### src/rtl/core/fla_pkg.sv
package fla_pkg;

    // fixed field widths
    localparam int HANDLE_W   = 9;
    localparam int STATUS_W   = 2;
    localparam int CPB_W      = 7;
    localparam int CFG_IDX_W  = 1;
    localparam int CFG_DATA_W = 7;

    // reset value of the chunks-per-block register
    localparam logic [CPB_W-1:0] CPB_RESET = 7'd64;

    // command codes on the input word
    localparam logic CMD_ALLOC = 1'b0;
    localparam logic CMD_FREE  = 1'b1;

    // configuration register indexes
    localparam logic [CFG_IDX_W-1:0] CFG_CPB  = 1'b0;
    localparam logic [CFG_IDX_W-1:0] CFG_GROW = 1'b1;

    // result status codes
    localparam logic [STATUS_W-1:0] ST_OK      = 2'd0;
    localparam logic [STATUS_W-1:0] ST_OOM     = 2'd1;
    localparam logic [STATUS_W-1:0] ST_IGNORED = 2'd2;

    // classified operation codes handed from front to back
    typedef logic [1:0] t_op;
    localparam t_op OP_ALLOC  = 2'd0;
    localparam t_op OP_FREE   = 2'd1;
    localparam t_op OP_IGNORE = 2'd2;

    // queue between front and back
    localparam int QDEPTH = 2;
    localparam int QPTR_W = 1;
    localparam int QCNT_W = 2;

    typedef struct packed {
        t_op                 op;
        logic [HANDLE_W-1:0] handle;
    } t_item;

endpackage

### src/rtl/core/fla_front.sv
module fla_front #(
    parameter int POOL_SIZE = 512
) (
    input  logic                          i_clk,
    input  logic                          i_rst_n,
    input  logic                          i_in_valid,
    output logic                          o_in_stall,
    input  logic                          i_cmd,
    input  logic [fla_pkg::HANDLE_W-1:0]  i_handle,
    input  logic                          i_is_null,
    input  logic                          i_init_busy,
    output logic                          o_q_valid,
    output fla_pkg::t_item                o_q_item,
    input  logic                          i_q_pop
);
    import fla_pkg::*;

    t_item                r_q [QDEPTH];
    logic [QPTR_W-1:0]    r_wr_ptr;
    logic [QPTR_W-1:0]    r_rd_ptr;
    logic [QCNT_W-1:0]    r_count;
    logic [QPTR_W-1:0]    n_wr_ptr;
    logic [QPTR_W-1:0]    n_rd_ptr;
    logic [QCNT_W-1:0]    n_count;
    t_item                w_item;
    logic                 w_push;
    logic                 w_pop;

    // classify the incoming word
    always_comb begin
        w_item.handle = i_handle;
        if (i_cmd == CMD_ALLOC) begin
            w_item.op = OP_ALLOC;
        end else if (i_is_null || (32'(i_handle) >= POOL_SIZE)) begin
            w_item.op = OP_IGNORE;
        end else begin
            w_item.op = OP_FREE;
        end
    end

    // hold off input while the queue is full or the pool is being set up
    assign o_in_stall = (r_count == QCNT_W'(QDEPTH)) || i_init_busy;
    assign w_push     = i_in_valid && !o_in_stall;
    assign w_pop      = i_q_pop && (r_count != '0);

    assign o_q_valid  = (r_count != '0);
    assign o_q_item   = r_q[r_rd_ptr];

    // pointer and count update
    always_comb begin
        n_wr_ptr = w_push ? r_wr_ptr + QPTR_W'(1) : r_wr_ptr;
        n_rd_ptr = w_pop  ? r_rd_ptr + QPTR_W'(1) : r_rd_ptr;
        n_count  = r_count;
        if (w_push && !w_pop) begin
            n_count = r_count + QCNT_W'(1);
        end else if (!w_push && w_pop) begin
            n_count = r_count - QCNT_W'(1);
        end
    end

    always_ff @(posedge i_clk) begin
        if (!i_rst_n) begin
            r_wr_ptr <= '0;
            r_rd_ptr <= '0;
            r_count  <= '0;
        end else begin
            r_wr_ptr <= n_wr_ptr;
            r_rd_ptr <= n_rd_ptr;
            r_count  <= n_count;
        end
    end

    // queue storage
    always_ff @(posedge i_clk) begin
        if (w_push) begin
            r_q[r_wr_ptr] <= w_item;
        end
    end

endmodule

### config.mk
export PLATFORM = sky130hd
export DESIGN_NAME = fla_front
export DESIGN_NICKNAME = d
export VERILOG_FILES = /design/src/rtl/core/fla_pkg.sv /design/src/rtl/core/fla_front.sv
export SDC_FILE = /design/constraint.sdc
export NUM_CORES = 1
export LEC_CHECK = 0
export ABC_AREA = 0
export BUFFER_PORTS_ARGS = -buffer_cell sky130_fd_sc_hd__clkbuf_2
export CORE_UTILIZATION = 30
export CTS_CLUSTER_DIAMETER = 120
export DETAILED_ROUTE_END_ITERATION = 10
export PLACE_DENSITY = 0.55
export SLEW_MARGIN = 0
export SYNTH_ARGS = -nofsm -noshare
export SYNTH_HDL_FRONTEND = slang
export SYNTH_SLANG_ARGS = --single-unit
### constraint.sdc
create_clock -name i_clk -period 3.1 [get_ports i_clk]
set_clock_uncertainty 0.15 [all_clocks]
set_input_delay 0.155 -clock i_clk [delete_from_list [all_inputs] [get_ports i_clk]]
set_output_delay 0.155 -clock i_clk [all_outputs]
set_load 0.03 [all_outputs]
==> results.sh <==
export IMPL_ys_warn_count=0
export IMPL_fmax_mhz=527
export IMPL_final_common_cell="clkbuf_2"
export IMPL_grt_pass1_wl_mm=2.48
export IMPL_worstPathArrival_ns=1.59
export IMPL_n_antenna_cell=0
export IMPL_num_nets_final=123
export IMPL_synth_seq_area_share=0.728
export IMPL_p_int_uw=637
export IMPL_syn_mean_instance_area_sq_um=16.9
export IMPL_routed_wl_mm=1.66
export IMPL_syn_area_sq_um=1040
export IMPL_initial_core_util=0.313
export IMPL_hold_viol=0
export IMPL_overflow=0
export IMPL_layout_common_cells="28 x clkbuf_2, 22 x edfxtp_1, 11 x mux2_2, 11 x dlygate4sd3_1"
export IMPL_critPathBufInv=1
export IMPL_p_sw_frac=0.343
export IMPL_wl_per_cell_um=11.0
export IMPL_leakagePower_uw=0.000534
export IMPL_critical_path_required_ns=2.79
export IMPL_layout_drive_gt1_share=0.429
export IMPL_core_area_sq_um=3340
export IMPL_crit_path_end_kind="output port"
export IMPL_clockPowerShare=0.145
export IMPL_firstDrtPassIters=3
export IMPL_slowest_delay_ns=0.69
export IMPL_period_minus_slack_ns=1.90
export IMPL_min_path_type="input port to flip-flop"
export IMPL_antenna_found_initial=0
export IMPL_clk_pin_slew_ns=0.13
export IMPL_post_route_drc_count=0
export IMPL_start_kind="flip-flop"
export IMPL_path_cells="mux2_2 > clkbuf_2"
export IMPL_critical_path_class="flip-flop to output port"
export IMPL_drv_cap=0
export IMPL_grt_max_degree=16
export IMPL_cts_tree="built"
export IMPL_cts_root_buffer="clkbuf_4"
export IMPL_num_rows=21
export IMPL_first_global_vias=607
export IMPL_critPathSlowestCell="dfxtp_1"
export IMPL_syn_inst=62
export IMPL_power_density_nw_per_um2=701
export IMPL_placed_area_sq_um=1240
export IMPL_rsz0062_at_grt="no"
export IMPL_die_h_um=61.0
export IMPL_synth_cell_types=18
export IMPL_drt_first_iter_violations=24
export IMPL_setup_violations=0
export IMPL_io_buffers=28
export IMPL_cts_made_buffers=3
export IMPL_combPwrFrac=0.354
export IMPL_place_gp_congestion=0.642
export IMPL_fin_crit_sh=0.612
export IMPL_setup_tns_ns=0
export IMPL_crit_fanout=11
export IMPL_cpLargestDelayFamily="flip-flops"
export IMPL_dp_slack_ns=1.33
export IMPL_grt_use_total=0.0940
export IMPL_status="finished, final reports clean"
export IMPL_p_switching_uw=332
export IMPL_p_total_uw=969
export IMPL_ir_drop_mv=0.354
export IMPL_cts_sinks=27
export IMPL_die_w_um=61.0
export IMPL_fin_ws_ns=1.20
export IMPL_finalInstanceArea_sq_um=1380
export IMPL_worstMarginPinSlew_ns=0.552
export IMPL_ys_seq_elements=27
export IMPL_dieArea_sq_um=3720
export IMPL_drv_slew=0
export IMPL_cts_max_level=1
export IMPL_detail_route_antenna_nets=0
export IMPL_syn_nets=79
export IMPL_vias_per_cell=4.20
export IMPL_syn_to_final_growth_pct=32.3
export IMPL_cts_resized=0
export IMPL_pwr_share_seq=0.501
export IMPL_cts_max_path_buffers=2
export IMPL_clk_latency_ns=0.31
export IMPL_num_io_pins=29
export IMPL_relSlewSlack=0.632
export IMPL_dpl_hpwl_mm=1.17
export IMPL_num_vias=634
-- state kept, by name, indices dropped and copies added (netlist names), named ones only --
| signal | flops |
|---|---|
| r_wr_ptr | 1 |
| r_count | 2 |
| r_q | 22 |
| r_rd_ptr | 1 |
-- cells by family after synthesis --
logic type	after synthesis	synth area share
AOI/OAI and AO/OA	4	0.0216
xor gates and xnor gates	3	0.0252
adders and majority gates	1	0.0120
buffers and inverters	1	0.00479
DFF	27	0.728
muxes	11	0.119
and+or+nand+nor	15	0.0898
-- metrics by stage --
| stage | hold slack (ns) | cells | util |
|---|---|---|---|
| after CTS | 0.00300 | 151 | 0.414 |
| after global placement | 0.199 | 136 | 0.373 |
| after floorplan | 0.104 | 62 | - |
| final | 0.00470 | 151 | 0.414 |
| after global routing | 0.00971 | 151 | 0.414 |
| after detailed placement | 0.198 | 136 | 0.373 |
-- final timing paths --
path,start,end,slack [ns],depth (start not counted)
setup / recovery,flip-flop,o_q_item[8],1.20,2
hold / removal,i_init_busy,r_wr_ptr,0.005,4
setup reg to reg,r_count[0],r_count[1],1.31,5
hold reg to reg,r_wr_ptr,r_wr_ptr,0.35,2
-- metal layers --
metal	routed length, um	GRT usage	part of all wire
met1	715	0.0981	0.43
met2	818	0.171	0.49
met3	123	0.0336	0.074
met4	0	0.0390	0
met5	0	0	0
-- cell usage after synthesis --
| cell | number | area, sq um |
|---|---|---|
| a21boi_1 | 1 | 7.51 |
| and2_1 | 5 | 31.3 |
| and3_1 | 1 | 6.26 |
| buf_2 | 1 | 5.00 |
| dfxtp_1 | 5 | 100 |
| edfxtp_1 | 22 | 661 |
| ha_1 | 1 | 12.5 |
| mux2_2 | 11 | 124 |
| nand2_1 | 1 | 3.75 |
| nand2b_1 | 2 | 12.5 |
| nand4b_1 | 1 | 8.76 |
| nor2b_1 | 3 | 18.8 |
| o21ai_0 | 1 | 5.00 |
| o21ai_1 | 2 | 10.0 |
| or2_2 | 1 | 6.26 |
| or3_1 | 1 | 6.26 |
| xnor2_1 | 2 | 17.5 |
| xor2_1 | 1 | 8.76 |
-- what timing repair did --
| item | in CTS | in global routing |
|---|---|---|
| hold buffers | 11 | 0 |
| setup buffers | 0 | 0 |
| hold endpoints to repair | 25 | 0 |
| endpoints found under the setup margin | 0 | 0 |
-- power groups by stage --
stage	Combinational (uW)	Clock, uW	Sequential (uW)
2_1_floorplan	271	0	468
3_3_place_gp	329	0	491
3_5_place_dp	334	0	496
4_1_cts	348	146	488
5_1_grt	374	160	492
6_report	343	140	486
-- layout make-up --
| cell class | instances | area [sq um] |
|---|---|---|
| clock buffer | 3 | 22.5 |
| clock inverter | 1 | 5.00 |
| timing repair buffer | 40 | 258 |
| fill | 336 | 1950 |
| multi-input combinational | 34 | 279 |
| sequential | 27 | 761 |
| tap | 46 | 57.6 |
-- worst reg2reg max path: stages, from the launching register on --
cell,delay (ns)
dfxtp_1,0.38
nand2b_1,0.21
and2_1,0.18
ha_1,0.33
or3_1,0.35
a21boi_1,0.14
No activity file was read; power rests on OpenSTA's default activity.
